### config.mk
export PLATFORM = sky130hd
export DESIGN_NAME = fbpa_queue
export DESIGN_NICKNAME = d
export VERILOG_FILES = /design/src/design/fbpa_pkg.sv /design/src/design/fbpa_queue.sv
export SDC_FILE = /design/constraint.sdc
export NUM_CORES = 1
export LEC_CHECK = 0
export BUFFER_PORTS_ARGS = -buffer_cell sky130_fd_sc_hd__buf_4
export CAP_MARGIN = 5
export CORE_AREA = 2 2 76 78
export CTS_CLUSTER_DIAMETER = 60
export DETAILED_ROUTE_END_ITERATION = 7
export DIE_AREA = 0 0 78 80
export GPL_ROUTABILITY_DRIVEN = 0
export GPL_TIMING_DRIVEN = 0
export PLACE_DENSITY = 0.76
export SLEW_MARGIN = 10
export SYNTH_ARGS = -nofsm -noshare
export SYNTH_HDL_FRONTEND = slang
export SYNTH_SLANG_ARGS = --single-unit
### constraint.sdc
create_clock -name i_clk -period 2.2 [get_ports i_clk]
set_input_delay 0.11 -clock i_clk [delete_from_list [all_inputs] [get_ports i_clk]]
set_output_delay 0.11 -clock i_clk [all_outputs]
set_load 0.03 [all_outputs]
### src/design/fbpa_pkg.sv
`default_nettype none
// ----------------------------------------------------------------------------
// fbpa_pkg
// Shared constants, codes and types of the fixed block pool allocator.
// ----------------------------------------------------------------------------
package fbpa_pkg;

    localparam int MAX_BLOCKS   = 1024;
    localparam int ADDR_BITS    = 32;

    localparam int IDX_W        = $clog2(MAX_BLOCKS);
    localparam int CNT_W        = $clog2(MAX_BLOCKS + 1);
    localparam int STRIDE_W     = 16;
    localparam int SIZE_W       = CNT_W + STRIDE_W;
    localparam int ADDR_W       = ADDR_BITS;
    localparam int CMP_W        = ADDR_W + SIZE_W;
    localparam int LINK_W       = CNT_W + 1;

    localparam int FIELD_ADDR_W = 32;
    localparam int FIELD_CNT_W  = 11;
    localparam int STATUS_W     = 3;
    localparam int ACTION_W     = 2;
    localparam int CFG_IDX_W    = 2;
    localparam int CFG_DATA_W   = 32;
    localparam int OUT_FIELDS_W = STATUS_W + FIELD_ADDR_W + 2 + 2 * FIELD_CNT_W + 1;
    localparam int OUT_DATA_W   = ((OUT_FIELDS_W + 7) / 8) * 8;

    localparam int QUEUE_DEPTH  = 2;
    localparam int QPTR_W       = $clog2(QUEUE_DEPTH);
    localparam int QCNT_W       = $clog2(QUEUE_DEPTH + 1);

    localparam logic [ADDR_W-1:0]   BASE_RST   = ADDR_W'(4096);
    localparam logic [STRIDE_W-1:0] STRIDE_RST = STRIDE_W'(16);
    localparam logic [CNT_W-1:0]    COUNT_RST  =
        CNT_W'((MAX_BLOCKS < 1024) ? MAX_BLOCKS : 1024);

    localparam logic [CFG_IDX_W-1:0] CFG_BASE   = 2'd0;
    localparam logic [CFG_IDX_W-1:0] CFG_STRIDE = 2'd1;
    localparam logic [CFG_IDX_W-1:0] CFG_COUNT  = 2'd2;

    localparam logic [ACTION_W-1:0] ACT_ALLOC = 2'd0;
    localparam logic [ACTION_W-1:0] ACT_FREE  = 2'd1;
    localparam logic [ACTION_W-1:0] ACT_QUERY = 2'd2;

    localparam logic [STATUS_W-1:0] ST_OK      = 3'd0;
    localparam logic [STATUS_W-1:0] ST_EMPTY   = 3'd1;
    localparam logic [STATUS_W-1:0] ST_INVALID = 3'd2;
    localparam logic [STATUS_W-1:0] ST_DOUBLE  = 3'd3;
    localparam logic [STATUS_W-1:0] ST_NULL    = 3'd4;

    typedef struct packed {
        logic [ADDR_W-1:0]   base;
        logic [STRIDE_W-1:0] stride;
        logic [CNT_W-1:0]    count;
        logic                relink;
    } t_cfg;

    typedef struct packed {
        logic [ACTION_W-1:0] action;
        logic                is_null;
        logic                owns;
        logic [SIZE_W-1:0]   off;
    } t_job;

    typedef struct packed {
        logic             live;
        logic [CNT_W-1:0] link;
    } t_link;

    typedef struct packed {
        logic [STATUS_W-1:0]     status;
        logic [FIELD_ADDR_W-1:0] block_address;
        logic                    inside_pool;
        logic                    at_block_start;
        logic [FIELD_CNT_W-1:0]  free_count;
        logic [FIELD_CNT_W-1:0]  used_count;
        logic                    all_free;
    } t_result;

    typedef enum logic [2:0] {
        BK_IDLE,
        BK_DIV,
        BK_ALLOC_WR,
        BK_FREE_WR,
        BK_DONE
    } t_back_state;

endpackage
`default_nettype wire

### src/design/fbpa_queue.sv
`default_nettype none
// ----------------------------------------------------------------------------
// fbpa_queue
// Short queue of classified transactions between the front and the back.
// ----------------------------------------------------------------------------
module fbpa_queue
    import fbpa_pkg::*;
(
    input  wire logic i_clk,
    input  wire logic i_rst_n,
    input  wire logic i_push,
    input  t_job      i_job,
    output logic      o_full,
    output logic      o_valid,
    output t_job      o_job,
    input  wire logic i_pop
);

    t_job              r_mem [QUEUE_DEPTH];
    logic [QPTR_W-1:0] r_wr;
    logic [QPTR_W-1:0] r_rd;
    logic [QCNT_W-1:0] r_cnt;

    always_ff @(posedge i_clk) begin
        if (!i_rst_n) begin
            r_wr  <= '0;
            r_rd  <= '0;
            r_cnt <= '0;
        end else begin
            if (i_push) begin
                r_wr <= (r_wr == QPTR_W'(QUEUE_DEPTH - 1)) ? '0 : r_wr + QPTR_W'(1);
            end
            if (i_pop) begin
                r_rd <= (r_rd == QPTR_W'(QUEUE_DEPTH - 1)) ? '0 : r_rd + QPTR_W'(1);
            end
            if (i_push && !i_pop) begin
                r_cnt <= r_cnt + QCNT_W'(1);
            end else if (i_pop && !i_push) begin
                r_cnt <= r_cnt - QCNT_W'(1);
            end
        end
    end

    always_ff @(posedge i_clk) begin
        if (i_push) begin
            r_mem[r_wr] <= i_job;
        end
    end

    assign o_full  = (r_cnt == QCNT_W'(QUEUE_DEPTH));
    assign o_valid = (r_cnt != '0);
    assign o_job   = r_mem[r_rd];

    a_no_overflow: assert property (@(posedge i_clk) disable iff (!i_rst_n)
        !(i_push && o_full))
        else $error("Queue written while full.");

    a_no_underflow: assert property (@(posedge i_clk) disable iff (!i_rst_n)
        !(i_pop && !o_valid))
        else $error("Queue read while empty.");

endmodule
`default_nettype wire

* Word-level counts from Yosys, hierarchy flattened *
Memories as Yosys holds them, arrays and structs flattened. A register that Yosys moved wholly into a read port is not among the register bits.
Index checks and enable logic that the tools add are counted.

cells by class
  $add $sub $neg = 4
  equal/unequal tests = 1
  multiplexer cells = 8
  reduce and logical (&&, ||, !) cells = 6

operator list
  operator               count
  $mux W1                6
  $mux W2                2
  $reduce_bool A2 Y1     2
  $add A1 B1 Y1 const B  2
  $add A2 B1 Y2 const B  1
  $eq A2 B2 Y1 const B   1
  $logic_and A1 B1 Y1    2
  $logic_not A1 Y1       2
  $sub A2 B1 Y2 const B  1

storage, ports and cells
  register bits after elaboration = 4
  memory bits (writable) = 62
  input port bits = 35
  output and inout bits = 33
  word-level logic and storage cells = 23
  memories = 1

memory list
  name   depth  bits a word  rd ports  clocked after Yosys merged registers in  write ports  line              RTL
  r_mem  2      31           1         1                                        1            fbpa_queue.sv:19  t_job r_mem [QUEUE_DEPTH];

* Logic depth before layout (Yosys ltp) *
  word-level depth = 4
  gate-level depth with buffers = 5
  depth with buffers taken out = 5

* Worst setup path before layout *
Ideal clock, no wire load.

  path kind = register to register
  start point = reg r_wr
  end point = mem r_mem[0][0] (netlist bit), enable pin
  library setup time = 0.424 ns
  data arrival time = 1.733 ns
  data required time = 1.776 ns
  setup slack = 0.043 ns
  stages on the path, launching flop included = 2
  path buffers = 0
  period minus slack after synthesis = 2.157 ns
  cells stage by stage = dfxtp_1 -> nor2b_1

RTL lines
  item                      line              RTL
  start: declaration        fbpa_queue.sv:20  logic [QPTR_W-1:0] r_wr;
  start signal: assignment  fbpa_queue.sv:31  r_wr <= (r_wr == QPTR_W'(QUEUE_DEPTH - 1)) ? '0 : r_wr + QPTR_W'(1);
  end: declaration          fbpa_queue.sv:19

Straight into the memory's write port.

==> reports/results.ini <==
[cells_and_area]
final_layout_size_suffix_gt1_share_pct=51.1
area_growth_pct=46.2
n_antenna_cell=0
final_nets=264
final_cells=305
post-route-cell-area_sq_mm=0.00358
fillers=381

[sta]
fin_ws_ns=0.565
rsz0062_at_grt=false
max_slew_margin_pct=49.4
hold_violations=0
worst_pin_slew_ns=0.759
slew_viol_final=0
clock.fmax_mhz=612
period_share_pct=74.3
period_needed_ns=1.64
clock_skew_ns=0.0110
finalSetupViolCount=0

[cts]
htreeDepth=3
cts_setup_buffers=0
clk_pin_slew_ns=0.07
postCtsHoldBufs=31
cts-root-buf=clkbuf_8
numClockSinks=67
numCtsBuffers=9
ctsResizeCount=0
clockBufferDepth=2
cts_tree=done
insertion_delay_ns=0.33

[routing]
vias=1394
vias_per_cell=4.57
routed_wl_microns=4310
drc=0
wl_per_cell_microns=14.1
initialDrtViolationCount=48
final_antenna_net_count=0
first_pass_iters=4

[yosys]
synth_warnings=0
synthAdderAreaFrac_pct=0.511
yosys.area_share.simple_pct=2.40
synth_area_leader_cell=edfxtp_1
yosys-mux-area-fraction_pct=14.3
syn_inst=118
synth.area.top_cells=edfxtp_1 (76%), mux2_2 (14%), dfxtp_1 (4.1%)
synth_seq_cells=67
synth.cell_area_sq_mm=0.00245
seq_area_frac_synth_pct=80.2
synth_nets=154
synth.distinct_cells=16
synth_top_family_by_area=multiplexers
yosysTopAreaCellShare_pct=76.1
synth_xor_area_share_pct=1.07
avgSynthCellArea_sq_um=20.7
synth_compound_area_share_pct=0.818

[placement]
io_buffers=67
dp_slack_ns=0.721
dpl-instance-area_sq_mm=0.00307
place_hpwl_microns=2700
dp.cells=258

[floorplan]
die_area_sq_mm=0.00624
row_count=27
ioPinCount=68
die_w_microns=78
core_area_sq_mm=0.00541
die_y_microns=80
start_util_pct=45.3

[grt]
overflow=0
grt_pass1_wl_microns=6840
grt_usage_pct=14.7
antenna_found_initial=0
grt_start_max_net_pins=32
grt_pass1_vias=1491

[pwr]
p_leak_uw=0.00138
ir_worst_vdd_mv=0.498
p_per_area_mw_per_mm2=836

[worst_setup_path]
end_kind=output port
crit_arrival_ns=1.53
critPathMaxStageDelay_ns=0.39
crit_chain=buf_2 -> mux2_2 -> buf_4
worst-path-max-fanout=10
crit_family=buffers and inverters
cp_slowest_cell=mux2_2
critPathLaunchType=flip-flop
critPathRequiredTime_ns=2.09
critical_path_buf_inv_count=2
path_class=flip-flop to output port

[run_status]
status=finished clean

[hold_path]
hp-class=primary input to flip-flop

[job]
maxCapViolCount=0

## power by group
part           internal, uW  switching (uW)  total [uW]
combinational           241             261         502
sequential             1470            21.1        1490
clock                   586             414        1000
## sequential cells by signal, summed over array words and instances, names as in the netlist, named ones only
signal	cells
r_wr	1
r_mem	62
r_cnt	2
r_rd	1
## layout make-up
cell class / count / area, sq um / area share, %
Buffer: 3 / 15.0 / 0.420
Clock buffer: 14 / 163 / 4.55
Multi-Input combinational cell: 47 / 475 / 13.3
Clock inverter: 2 / 35.0 / 0.979
Tap cell: 72 / 90.1 / 2.52
Inverter: 1 / 3.75 / 0.105
Sequential cell: 67 / 1960 / 54.8
Timing Repair Buffer: 99 / 833 / 23.3
## cell usage after synthesis, drive strengths merged
cell type	n
edfxtp	62
mux2	31
dfxtp	5
and2	4
buf	3
nor2b	2
xor2	2
a21boi	1
and2b	1
ha	1
inv	1
o21a	1
o21ai	1
or2	1
or3	1
xnor2	1
## layout by cell type, fill, tap and decap left out, drive strengths merged
master	synthesis	final
a21boi	1	1
and2	4	4
and2b	1	1
buf	3	71
bufinv	0	1
clkbuf	0	14
clkinv	0	1
dfxtp	5	5
dlygate4sd3	0	31
edfxtp	62	62
ha	1	1
inv	1	1
mux2	31	31
nor2b	2	2
o21a	1	1
o21ai	1	1
or2	1	1
or3	1	1
xnor2	1	1
xor2	2	2
## final timing paths
path         slack [ns]  cells past startpoint  startpoint            to
min reg2reg        0.51                      2    r_cnt[1]      r_cnt[1]
max reg2reg        0.73                      1        r_wr  r_mem[1][21]
min                0.02                      2     i_rst_n     flip-flop
max                0.56                      3   flip-flop      o_job[3]
## per-stage QoR
step | total power (uW) | hold slack, ns | utilization, % | setup TNS, ns
after global placement | 1960 | 0.295 | 56.3 | -23.21
after floorplan | 1790 | 0.209 | - | 0
after detailed placement | 1980 | 0.298 | 56.8 | 0
after global routing | 3110 | 0.0200 | 66.2 | 0
final | 2990 | 0.0173 | 66.2 | 0
after CTS | 3020 | 0.00923 | 66.2 | 0
## per-layer routing
metal / vias up / GRT usage (%) / share of wire, %
li1: 672 / - / -
met1: 676 / 17.5 / 42
met2: 42 / 25.7 / 53
met3: 4 / 3.85 / 4.2
met4: 0 / 5.79 / 0.86
met5: - / 0 / 0
## logic make-up (layout without fill, tap and decap cells)
kind of cell / after synthesis / in the layout
flip-flops: 67 / 67
multiplexers: 31 / 31
AND/OR/NAND/NOR: 9 / 9
buffers and inverters: 4 / 119
AO/OA/AOI/OAI: 3 / 3
XOR/XNOR: 3 / 3
adder cells (fa/ha/maj): 1 / 1
Power figures use the tool's default switching activity.
