### src/design/fbpa_pkg.sv
`default_nettype none
// ----------------------------------------------------------------------------
// fbpa_pkg
// Shared constants, codes and types of the fixed block pool allocator.
// ----------------------------------------------------------------------------
package fbpa_pkg;

    localparam int MAX_BLOCKS   = 1024;
    localparam int ADDR_BITS    = 32;

    localparam int IDX_W        = $clog2(MAX_BLOCKS);
    localparam int CNT_W        = $clog2(MAX_BLOCKS + 1);
    localparam int STRIDE_W     = 16;
    localparam int SIZE_W       = CNT_W + STRIDE_W;
    localparam int ADDR_W       = ADDR_BITS;
    localparam int CMP_W        = ADDR_W + SIZE_W;
    localparam int LINK_W       = CNT_W + 1;

    localparam int FIELD_ADDR_W = 32;
    localparam int FIELD_CNT_W  = 11;
    localparam int STATUS_W     = 3;
    localparam int ACTION_W     = 2;
    localparam int CFG_IDX_W    = 2;
    localparam int CFG_DATA_W   = 32;
    localparam int OUT_FIELDS_W = STATUS_W + FIELD_ADDR_W + 2 + 2 * FIELD_CNT_W + 1;
    localparam int OUT_DATA_W   = ((OUT_FIELDS_W + 7) / 8) * 8;

    localparam int QUEUE_DEPTH  = 2;
    localparam int QPTR_W       = $clog2(QUEUE_DEPTH);
    localparam int QCNT_W       = $clog2(QUEUE_DEPTH + 1);

    localparam logic [ADDR_W-1:0]   BASE_RST   = ADDR_W'(4096);
    localparam logic [STRIDE_W-1:0] STRIDE_RST = STRIDE_W'(16);
    localparam logic [CNT_W-1:0]    COUNT_RST  =
        CNT_W'((MAX_BLOCKS < 1024) ? MAX_BLOCKS : 1024);

    localparam logic [CFG_IDX_W-1:0] CFG_BASE   = 2'd0;
    localparam logic [CFG_IDX_W-1:0] CFG_STRIDE = 2'd1;
    localparam logic [CFG_IDX_W-1:0] CFG_COUNT  = 2'd2;

    localparam logic [ACTION_W-1:0] ACT_ALLOC = 2'd0;
    localparam logic [ACTION_W-1:0] ACT_FREE  = 2'd1;
    localparam logic [ACTION_W-1:0] ACT_QUERY = 2'd2;

    localparam logic [STATUS_W-1:0] ST_OK      = 3'd0;
    localparam logic [STATUS_W-1:0] ST_EMPTY   = 3'd1;
    localparam logic [STATUS_W-1:0] ST_INVALID = 3'd2;
    localparam logic [STATUS_W-1:0] ST_DOUBLE  = 3'd3;
    localparam logic [STATUS_W-1:0] ST_NULL    = 3'd4;

    typedef struct packed {
        logic [ADDR_W-1:0]   base;
        logic [STRIDE_W-1:0] stride;
        logic [CNT_W-1:0]    count;
        logic                relink;
    } t_cfg;

    typedef struct packed {
        logic [ACTION_W-1:0] action;
        logic                is_null;
        logic                owns;
        logic [SIZE_W-1:0]   off;
    } t_job;

    typedef struct packed {
        logic             live;
        logic [CNT_W-1:0] link;
    } t_link;

    typedef struct packed {
        logic [STATUS_W-1:0]     status;
        logic [FIELD_ADDR_W-1:0] block_address;
        logic                    inside_pool;
        logic                    at_block_start;
        logic [FIELD_CNT_W-1:0]  free_count;
        logic [FIELD_CNT_W-1:0]  used_count;
        logic                    all_free;
    } t_result;

    typedef enum logic [2:0] {
        BK_IDLE,
        BK_DIV,
        BK_ALLOC_WR,
        BK_FREE_WR,
        BK_DONE
    } t_back_state;

endpackage
`default_nettype wire

### src/design/fbpa_front.sv
`default_nettype none
// ----------------------------------------------------------------------------
// fbpa_front
// Holds the configuration, takes input transactions and checks pool bounds.
// ----------------------------------------------------------------------------
module fbpa_front
    import fbpa_pkg::*;
(
    input  wire logic                    i_clk,
    input  wire logic                    i_rst_n,
    input  wire logic                    i_cfg_we,
    input  wire logic [CFG_IDX_W-1:0]    i_cfg_index,
    input  wire logic [CFG_DATA_W-1:0]   i_cfg_data,
    input  wire logic                    i_in_valid,
    output logic                         o_in_ready,
    input  wire logic [ACTION_W-1:0]     i_action,
    input  wire logic [FIELD_ADDR_W-1:0] i_address,
    output logic                         o_push,
    output t_job                         o_job,
    input  wire logic                    i_full,
    output t_cfg                         o_cfg
);

    logic [ADDR_W-1:0]      r_base;
    logic [STRIDE_W-1:0]    r_stride;
    logic [CNT_W-1:0]       r_count;
    logic                   r_relink;
    logic [SIZE_W-1:0]      r_size;
    logic                   r_stg_vld;
    logic [ACTION_W-1:0]    r_stg_act;
    logic [ADDR_W-1:0]      r_stg_addr;

    logic [FIELD_CNT_W-1:0] w_cnt_raw;
    logic [CNT_W-1:0]       w_cnt;
    logic [STRIDE_W-1:0]    w_stride;
    logic [SIZE_W-1:0]      w_size;
    logic [ADDR_W:0]        w_diff;
    logic                   w_owns;

    assign w_cnt_raw = i_cfg_data[FIELD_CNT_W-1:0];

    always_comb begin
        if (w_cnt_raw == '0) begin
            w_cnt = CNT_W'(1);
        end else if (32'(w_cnt_raw) > 32'(MAX_BLOCKS)) begin
            w_cnt = CNT_W'(MAX_BLOCKS);
        end else begin
            w_cnt = CNT_W'(w_cnt_raw);
        end
    end

    assign w_stride = (r_stride == '0) ? STRIDE_W'(1) : r_stride;
    assign w_size   = {{STRIDE_W{1'b0}}, r_count} * {{CNT_W{1'b0}}, w_stride};

    always_ff @(posedge i_clk) begin
        if (!i_rst_n) begin
            r_base    <= BASE_RST;
            r_stride  <= STRIDE_RST;
            r_count   <= COUNT_RST;
            r_relink  <= 1'b0;
            r_stg_vld <= 1'b0;
        end else begin
            r_relink <= 1'b0;
            if (i_cfg_we) begin
                case (i_cfg_index)
                    CFG_BASE: begin
                        r_base <= ADDR_W'(i_cfg_data);
                    end
                    CFG_STRIDE: begin
                        r_stride <= i_cfg_data[STRIDE_W-1:0];
                    end
                    CFG_COUNT: begin
                        r_count  <= w_cnt;
                        r_relink <= 1'b1;
                    end
                    default: begin
                    end
                endcase
            end
            if (o_in_ready) begin
                r_stg_vld <= i_in_valid;
            end
        end
    end

    always_ff @(posedge i_clk) begin
        r_size <= w_size;
        if (i_in_valid && o_in_ready) begin
            r_stg_act  <= i_action;
            r_stg_addr <= ADDR_W'(i_address);
        end
    end

    assign w_diff = {1'b0, r_stg_addr} - {1'b0, r_base};
    assign w_owns = (r_stg_addr != '0) && !w_diff[ADDR_W]
                    && (CMP_W'(w_diff[ADDR_W-1:0]) < CMP_W'(r_size));

    assign o_in_ready    = !r_stg_vld || !i_full;
    assign o_push        = r_stg_vld && !i_full;
    assign o_job.action  = r_stg_act;
    assign o_job.is_null = (r_stg_addr == '0);
    assign o_job.owns    = w_owns;
    assign o_job.off     = w_owns ? SIZE_W'(w_diff[ADDR_W-1:0]) : '0;

    assign o_cfg.base    = r_base;
    assign o_cfg.stride  = w_stride;
    assign o_cfg.count   = r_count;
    assign o_cfg.relink  = r_relink;

endmodule
`default_nettype wire

### config.mk
export PLATFORM = sky130hd
export DESIGN_NAME = fbpa_front
export DESIGN_NICKNAME = d
export VERILOG_FILES = /design/src/design/fbpa_pkg.sv /design/src/design/fbpa_front.sv
export SDC_FILE = /design/constraint.sdc
export NUM_CORES = 1
export LEC_CHECK = 0
export CORE_ASPECT_RATIO = 0.5
export CORE_MARGIN = 5
export CORE_UTILIZATION = 45
export CTS_CLUSTER_SIZE = 25
export DETAILED_ROUTE_END_ITERATION = 8
export DONT_BUFFER_PORTS = 1
export GPL_TIMING_DRIVEN = 0
export MAX_ROUTING_LAYER = met4
export RECOVER_POWER = 25
export SLEW_MARGIN = 10
export SYNTH_ARGS = -nofsm -noshare
export SYNTH_HDL_FRONTEND = slang
export SYNTH_SLANG_ARGS = --single-unit
### constraint.sdc
create_clock -name i_clk -period 14.7 [get_ports i_clk]
set_input_delay 0.735 -clock i_clk [delete_from_list [all_inputs] [get_ports i_clk]]
set_output_delay 0.735 -clock i_clk [all_outputs]
set_load 0.05 [all_outputs]
# --- Word level (Yosys, flattened, before mapping) ---
# Index checks and enable logic that the tools add are counted.
# W data, S select, Z words.
word_totals:
  reg_bits: 122
  input_bits: 73
  out_inout_bits: 93
  wordCells: 36
classes:
  add_sub_neg: 1
  multipliers: 1
  n_lt_le_gt_ge: 2
  n_eq_ne: 2
  mux: 5
  reduce_logical: 17
ops:
  columns: ["cell", "count"]
  rows:
  - ["$sub A32 B32 Y33", 1]
  - ["$logic_not A32 Y1", 1]
  - ["$lt A32 B27 Y1", 1]
  - ["$reduce_bool A32 Y1", 1]
  - ["$mul A11 B16 Y27", 1]
  - ["$mux W27", 1]
  - ["$mux W11", 2]
  - ["$logic_not A16 Y1", 1]
  - ["$mux W16", 1]
  - ["$gt A11 B11 Y1 const B", 1]
  - ["$logic_not A11 Y1", 1]
  - ["$reduce_and A2 Y1", 4]
  - ["$logic_and A1 B1 Y1", 4]
  - ["$logic_not A1 Y1", 3]
  - ["$eq A2 B1 Y1 const B", 1]
  - ["$eq A2 B2 Y1 const B", 1]
  - ["$logic_not A2 Y1", 1]
  - ["$logic_or A1 B1 Y1", 1]
  - ["$mux W1", 1]

# --- Logic depth before layout (Yosys ltp) ---
# Gate-level depths: netlist of run 1.
logic_depth:
  depth_word: 5
  ltp_mapped: 25
  mapped_depth_nobuf: 23

# --- Worst setup path after synthesis of run 1 ---
# OpenSTA, ideal clock, no wires.
synth_timing:
  kind: "register to output"
  from: "register r_base[0]"
  to: "output port o_job[13] in the netlist's numbering"
  t_arrival_ps: 5862
  required_ps: 13965
  slack_ps: 8103
  stages_incl_launch_ff: 23
  path_buffers: 0
  cell_sequence: "dfxtp_1 -> ha_1 -> inv_1 -> fa_1 -> a21oi_1 -> o21ai_1 -> a311oi_2 -> nor4_1 -> o21ai_2 -> nand2b_1 -> a21oi_1 -> xnor2_1 -> inv_1 -> ha_1 -> a21o_1 -> a21oi_1 -> o21ai_0 -> or4_1 -> a211oi_2 -> o211ai_1 -> a311oi_2 -> nand3_2 -> nor3b_1"
synth_lines:
  columns: ["element", "line_no", "text"]
  rows:
  - ["start, declared", "fbpa_front.sv:24", "logic [ADDR_W-1:0] r_base;"]
  - ["start signal, assigned", "fbpa_front.sv:67", "r_base <= ADDR_W'(i_cfg_data);"]
  - ["end, declared", "fbpa_front.sv:19", "output t_job o_job,"]

==> results of run 1 <==
-- final cells by class --
| cell class | instances | area, µm² | area share |
|---|---|---|---|
| multi-input combinational | 1014 | 8400 | 0.625 |
| sequential | 122 | 2780 | 0.207 |
| inverter | 238 | 893 | 0.0665 |
| tap | 352 | 440 | 0.0328 |
| clock buffer | 18 | 439 | 0.0327 |
| buffer | 80 | 332 | 0.0247 |
| clock inverter | 13 | 143 | 0.0106 |
| timing repair buffer | 1 | 3.75 | 0.000279 |
| antenna | 1 | 2.50 | 0.000186 |
-- power breakdown --
part           internal [mW]  switching (mW)
combinational         0.0755           0.147
clock                  0.255           0.162
sequential             0.361          0.0278
-- logic make-up after synthesis --
kind of cell / share of synthesized area
buf+inv: 0.0990
compound gates: 0.117
mux: 0.00162
xor+xnor: 0.0333
fa+ha+maj: 0.329
simple gates: 0.195
flops: 0.225
-- per-layer routing --
layer / vias up / GRT usage
met3: 64 / 0.0444
met4: 0 / 0.0686
met1: 4940 / 0.318
li1: 4723 / -
met5: - / -
met2: 346 / 0.411
-- per-stage QoR --
step	setup WS (ns)	hold slack, ns
floorplan	8.10	0.436
global placement	6.72	0.464
detailed placement	7.09	0.464
CTS	6.59	0.366
global route	6.24	0.371
finish	6.58	0.379
-- path summary, 6_finish.rpt --
path	startpoint	endpoint	slack, ns
max	r_base[0]	o_job[8]	6.58
min	i_rst_n	r_count[10]	0.38
max reg2reg	r_stride[7]	r_size[25]	7.07
min reg2reg	r_stride[0]	r_stride[0]	0.49
-- sequential cells by signal, summed over array words and instances (netlist names) --
name	flops
r_count	11
r_relink	1
r_stg_addr	32
r_stg_act	2
r_stride	16
r_size	27
r_base	32
r_stg_vld	1
-- synthesized netlist by cell type, types with 3 or more instances --
| cell | n |
|---|---|
| sky130_fd_sc_hd__inv_1 | 238 |
| sky130_fd_sc_hd__nand2_1 | 214 |
| sky130_fd_sc_hd__fa_1 | 126 |
| sky130_fd_sc_hd__ha_1 | 123 |
| sky130_fd_sc_hd__a21oi_1 | 105 |
| sky130_fd_sc_hd__and2_1 | 98 |
| sky130_fd_sc_hd__dfxtp_1 | 88 |
| sky130_fd_sc_hd__clkbuf_1 | 68 |
| sky130_fd_sc_hd__nor2_1 | 56 |
| sky130_fd_sc_hd__edfxtp_1 | 34 |
| sky130_fd_sc_hd__xnor2_1 | 33 |
| sky130_fd_sc_hd__o21ai_0 | 25 |
| sky130_fd_sc_hd__a21o_1 | 18 |
| sky130_fd_sc_hd__nor3_1 | 18 |
| sky130_fd_sc_hd__nand4_1 | 17 |
| sky130_fd_sc_hd__nand3_1 | 16 |
| sky130_fd_sc_hd__nor4_1 | 14 |
| sky130_fd_sc_hd__xor2_1 | 14 |
| sky130_fd_sc_hd__nor2b_1 | 11 |
| sky130_fd_sc_hd__o21bai_1 | 11 |
| sky130_fd_sc_hd__nor3_2 | 10 |
| sky130_fd_sc_hd__o21a_1 | 10 |
| sky130_fd_sc_hd__nand2b_1 | 9 |
| sky130_fd_sc_hd__nor3b_1 | 9 |
| sky130_fd_sc_hd__buf_2 | 7 |
| sky130_fd_sc_hd__a211oi_1 | 6 |
| sky130_fd_sc_hd__a31oi_1 | 5 |
| sky130_fd_sc_hd__o211ai_1 | 5 |
| sky130_fd_sc_hd__a22oi_1 | 4 |
| sky130_fd_sc_hd__buf_4 | 4 |
| sky130_fd_sc_hd__o31ai_1 | 4 |
| sky130_fd_sc_hd__a2111oi_0 | 3 |
| sky130_fd_sc_hd__a41o_1 | 3 |
| sky130_fd_sc_hd__and3_1 | 3 |
| sky130_fd_sc_hd__o21ai_1 | 3 |
| sky130_fd_sc_hd__o41ai_1 | 3 |
-- worst max-delay path, delay by kind of cell, from the launching register on --
family,cells,cell delay (ns)
xor gates and xnor gates,1,0.28
adders and majority gates,3,0.86
AOI/OAI and AO/OA,11,2.77
and+or+nand+nor,5,1.92
buffers and inverters,3,0.43
DFF,1,0.70
==> key figures, run 1 <==
Yosys
  • Number of instances in the synthesized netlist: between 1000 and 1500
  • Share of Yosys cell area claimed by the top area cell type: 0.204
  • Seq/Total Area, Yosys: 0.225
  • Number of distinct library cells after synthesis: 68
  • Most area-consuming cells after synthesis: sky130_fd_sc_hd__fa_1, sky130_fd_sc_hd__dfxtp_1, sky130_fd_sc_hd__ha_1
  • Synthesis warning total: 0
  • Leading area contributor after synthesis: sky130_fd_sc_hd__fa_1
  • Post-synth ARST share: 0
  • Syn Nets: 1776
  • Count of flip-flops with a built-in enable after synthesis: 34
  • Predominant post-synthesis flop cell: sky130_fd_sc_hd__dfxtp_1
  • Post-synthesis instance area: 0.0124 mm²
  • Seq cells post-synth: 122
  • Per-instance average area after synthesis: ~8.5 µm²

Clock network
  • Clk Latency, worst-skew pair: 0.43 ns
  • Max Root-Sink Buffers: 2
  • CTS sink count: between 100 and 150
  • Clock Root Buffer: sky130_fd_sc_hd__clkbuf_16
  • Number of buffers added by the clock tree synthesis step: 17
  • Number of gates resized after CTS: 0
  • Clock transition at the register clock pins on the worst setup and hold paths after CTS: 0.06 ns
  • Clock tree from TritonCTS: done
  • Hold buffers post-CTS: 0
  • Total number of H-tree levels: 4
  • Number of buffers added for setup after CTS: 0

Critical path
  • Worst path required time: ~14 ns
  • Worst Reg2Reg Path Length in Cells: 22
  • Critical Path End Type: output port
  • Most prevalent standard cell on the critical path: sky130_fd_sc_hd__a21oi_1
  • Delay of the slowest cell on the worst path: 0.72 ns
  • Arrival time at the worst endpoint: 7.38 ns
  • Startpoint types: register
  • Critical-path cell list: ha_1, inv_1, fa_1, a21oi_1, o21ai_1, a311oi_2, nor4_1, o21ai_2, nand2b_1, a21oi_1, xnor2_1, inv_1, ha_1, a21o_1, a21oi_1, o21ai_0, or4_1, a211oi_2, o211ai_1, a311oi_2, nand3_2, buf_6, nor3_2
  • Crit path kind: reg2out
  • Slowest stage cell on the critical path: sky130_fd_sc_hd__nor3_2
  • Maximum fanout along the worst path: 10

Floorplan
  • Initial Utilization: 0.462
  • Vertical extent of the die: 127 µm
  • Width of the die: 244 µm
  • Total Die Area: 0.0311 mm²
  • Row count: 42
  • Core ar.: 0.0267 mm²
  • IO Count: between 150 and 200

Timing
  • Transition time at the pin with the least slew margin: 2.01 ns
  • RSZ-0062 raised after global routing: no
  • Number of pins exceeding their max-slew limit in the final report: 33
  • Worst clock skew: 0.0144 ns
  • Final Cycle Share: 0.552
  • Max transition margin: -0.339
  • Number of endpoints with negative hold slack in the final report: 0
  • Setup tns final: 0 ns
  • Final setup violating endpoints: 0
  • Upper clock frequency limit: 0.123 GHz
  • Time the worst path needs with I/O delays and setup: 8.12 ns

Routing
  • Vias/cell: 5.48
  • Per-cell routed wire length: ~20 µm
  • Routed length on met3: 2600 µm
  • Starting DRC count in detailed routing: 705
  • Overall routed net length: about 37000 µm
  • Metal-1 WL: 16100 µm
  • Count of nets left with antenna violations after detail routing: 0
  • Remaining design rule violation count: 0
  • First drt pass iteration count: 6
  • Detail Route met2 WL: 17600 µm
  • Top layer in use: met4
  • DR vias: slightly above 10000

Final layout
  • Final #Nets: between 1500 and 2000
  • Fill cells: 2567
  • Commonest cells after routing, fill and taps aside: sky130_fd_sc_hd__inv_1, sky130_fd_sc_hd__nand2_1, sky130_fd_sc_hd__fa_1, sky130_fd_sc_hd__ha_1, sky130_fd_sc_hd__a21oi_1
  • Fraction of final layout cells with drive strength greater than 1: 0.0491
  • Cell area after layout: 0.0134 mm²
  • Final design utilization: 0.502
  • Final cell count without fillers: around 1800
  • Most common cell after layout, fill and taps aside: sky130_fd_sc_hd__inv_1
  • Area delta synth->final: 8.60%

Place
  • Buffers on Ports: 0
  • Gp weighted congestion: 0.909
  • Post-Place Cell Area: ~0.013 mm²
  • Post-DP HPWL: 30500 µm
  • Placed cell count: 1807

Flow run
  • Max capacitance violation total: 1

Power and ir drop
  • Total power draw: around 1.0 mW
  • Pwr Density: approximately 77 mW/mm²
  • Maximum VDD drop: 0.0641 mV
  • Total leakage power: ~5.9 nW

Global routing
  • Maximum number of pins on one net before global-route repair: 33
  • First-pass GRT wire length: 58900 µm
  • Number of global-route vias before repair: 10385
  • Number of antenna violations at the first check in global routing: 1
  • Total GRT Usage: 0.248
  • Congestion Overflow GR: 0

Outcome
  • Violations in the final reports: max-capacitance violations, max-slew violations
  • Status: finished, violations left

Worst hold path
  • Min-Delay Path Class: in2reg
  • Cell depth of the worst hold path: 1
Power figures use the tool's default switching activity.
==> run 2, diff against run 1 <==
==> constraint.sdc (replaced) <==
create_clock -name i_clk -period 7.3 [get_ports i_clk]
set_input_delay 0.365 -clock i_clk [delete_from_list [all_inputs] [get_ports i_clk]]
set_output_delay 0.365 -clock i_clk [all_outputs]
set_load 0.05 [all_outputs]
==> run 2 against run 1 <==
The run now ends clean. Setup slack got worse by 6.3 ns. Design area increased by 1.6%. Hold slack got worse by 0.36 ns. Total power increased by 100%. Final cell count increased by 0.16%. Non-clock buffer count increased by 3. Count of clock-buffer cells in the layout unchanged. Global-route usage increased by 0.15 points. Critical path depth decreased by 2. Via count increased by 0.46%. Flip-flop and latch count unchanged. Wire length increased by 0.43%.
==> key figures, run 2 (synthesis gave the netlist of run 1 again) <==
Outcome
  • Status: completed

Clock network
  • Clock Root Buffer: sky130_fd_sc_hd__clkbuf_16
  • Clock transition at the register clock pins on the worst setup and hold paths after CTS: 0.06 ns
  • Max Root-Sink Buffers: 2
  • CTS sink count: about 120
  • Clock tree from TritonCTS: done
  • Number of buffers added by the clock tree synthesis step: 17
  • Total number of H-tree levels: 4
  • Clk Latency, worst-skew pair: 0.43 ns

Place
  • Placement-stage worst setup slack: -0.279 ns
  • Gp weighted congestion: approximately 0.91
  • Post-DP HPWL: 30500 µm
  • Post-Place Cell Area: 0.0129 mm²
  • Buffers on Ports: 0
  • Placed cell count: 1807

Final layout
  • Fraction of final layout cells with drive strength greater than 1: 0.0732
  • Area delta synth->final: 10.3%
  • FF+latch area: around 0.0028 mm²
  • Final #Nets: around 1800
  • Total area of multi-input combinational cells: 0.00854 mm²
  • Cell area after layout: 0.0136 mm²
  • Fill cells: 2546
  • Most common cell after layout, fill and taps aside: sky130_fd_sc_hd__inv_1
  • Final design utilization: 0.510
  • Commonest cells after routing, fill and taps aside: sky130_fd_sc_hd__inv_1, sky130_fd_sc_hd__nand2_1, sky130_fd_sc_hd__fa_1, sky130_fd_sc_hd__ha_1, sky130_fd_sc_hd__a21oi_1
  • Final cell count without fillers: 1842
  • Largest registers: r_base: 32 flops, r_stg_addr: 32 flops, r_size: 27 flops

Timing
  • Transition time at the pin with the least slew margin: about 1 ns
  • Worst clock skew: between 0.01 and 0.015 ns
  • Setup tns final: 0 ns
  • RSZ-0062 raised after global routing: no
  • Final setup slack of the worst path: 0.264 ns
  • Number of endpoints with negative hold slack in the final report: 0
  • Upper clock frequency limit: 0.142 GHz
  • Final Cycle Share: 0.964
  • Final setup violating endpoints: 0
  • Number of pins exceeding their max-slew limit in the final report: 0
  • Worst hold slack: between 0.02 and 0.025 ns
  • Max transition margin: 0.332
  • Time the worst path needs with I/O delays and setup: 7.04 ns

Power and ir drop
  • Pwr Density: 154 mW/mm²
  • Total leakage power: 6.05 nW
  • Total power draw: 2.10 mW
  • Maximum VDD drop: 0.130 mV

Critical path
  • Critical Path End Type: output port
  • Maximum fanout along the worst path: 10
  • Arrival time at the worst endpoint: 6.67 ns
  • Crit path kind: reg2out
  • Worst Reg2Reg Path Length in Cells: 20
  • Startpoint types: register
  • Setup slack, reg-to-reg: 0.34 ns
  • Worst path required time: 6.93 ns
  • Slowest stage cell on the critical path: sky130_fd_sc_hd__dfxtp_1
  • Delay of the slowest cell on the worst path: 0.66 ns
  • Critical-path cell list: inv_1, ha_1, buf_2, nand4_1, nor3_1, nand3_1, o21ai_1, a21o_1, xor2_1, ha_1, a21o_1, a21oi_1, o21ai_0, or4_1, a211oi_2, o211ai_1, a311oi_2, buf_4, nand3_4, buf_6, nor3_4

Flow run
  • Max capacitance violation total: 0

Global routing
  • Number of antenna violations at the first check in global routing: 1
  • Congestion Overflow GR: 0
  • First-pass GRT wire length: about 60000 µm
  • Total GRT Usage: 0.250
  • Maximum number of pins on one net before global-route repair: 33
  • Number of global-route vias before repair: 10441

Routing
  • Vias/cell: 5.49
  • Remaining design rule violation count: 0
  • First drt pass iteration count: 5
  • Count of nets left with antenna violations after detail routing: 0
  • Overall routed net length: around 38000 µm
  • Per-cell routed wire length: 20.4 µm
  • DR vias: 10119
  • Starting DRC count in detailed routing: 678

Worst hold path
  • Cell depth of the worst hold path: 1
  • Min-Delay Path Class: in2reg

Floorplan
  • Width of the die: 244 µm
  • Total Die Area: 0.0311 mm²
  • Vertical extent of the die: 127 µm
  • Row count: 42
  • Core ar.: 0.0267 mm²
  • IO Count: ~170
  • Initial Utilization: 0.462
-- run 2: cell types whose count changed in the layout (fill, tap and decap cells not counted), sizes merged --
cell / change
dlygate4sd3: +1
buf: +2
-- run 2: final cells by class --
type	instances	share of cell area
antenna	1	0.000183
buffer	80	0.0248
clock buffer	18	0.0322
clock inverter	13	0.0105
inverter	238	0.0655
multi-input combinational	1014	0.626
sequential	122	0.206
tap	352	0.0323
timing repair buffer	4	0.00330
-- run 2: final timing paths --
| check | startpoint | endpoint |
|---|---|---|
| setup / recovery | r_base[15] | o_job[8] |
| hold reg to reg | r_stride[0] | r_stride[0] |
| setup reg to reg | r_count[3] | r_size[26] |
| hold / removal | i_rst_n | r_stride[4] |
-- run 2: repair_timing --
item | in CTS | in global routing
pin swaps | 2 | 5
hold buffers | 1 | 0
hold endpoints to repair | 1 | 0
resized for setup | 37 | 21
buffers inserted | 1 | 1
endpoints found under the setup margin | 30 | 32
-- run 2: power breakdown --
part | switching (mW) | total (mW) | internal, mW
clock network | 0.329 | 0.842 | 0.513
logic | 0.313 | 0.472 | 0.158
registers | 0.0557 | 0.783 | 0.727
-- run 2: critical path: cells and delay by family (launching register included) --
kind | cells | cell delay, ns
buffers and inverters | 4 | 0.79
flip-flops | 1 | 0.66
AND/OR/NAND/NOR | 6 | 2.00
XOR/XNOR | 1 | 0.39
AO/OA/AOI/OAI | 8 | 1.76
adder cells (fa/ha/maj) | 2 | 0.64
-- run 2: metal layers --
layer	vias up	global-route usage	wire length [µm]
met4	0	0.0702	1010
met3	63	0.0455	2680
met5	-	-	0
met1	4967	0.319	16100
met2	358	0.413	17800
li1	4731	-	-
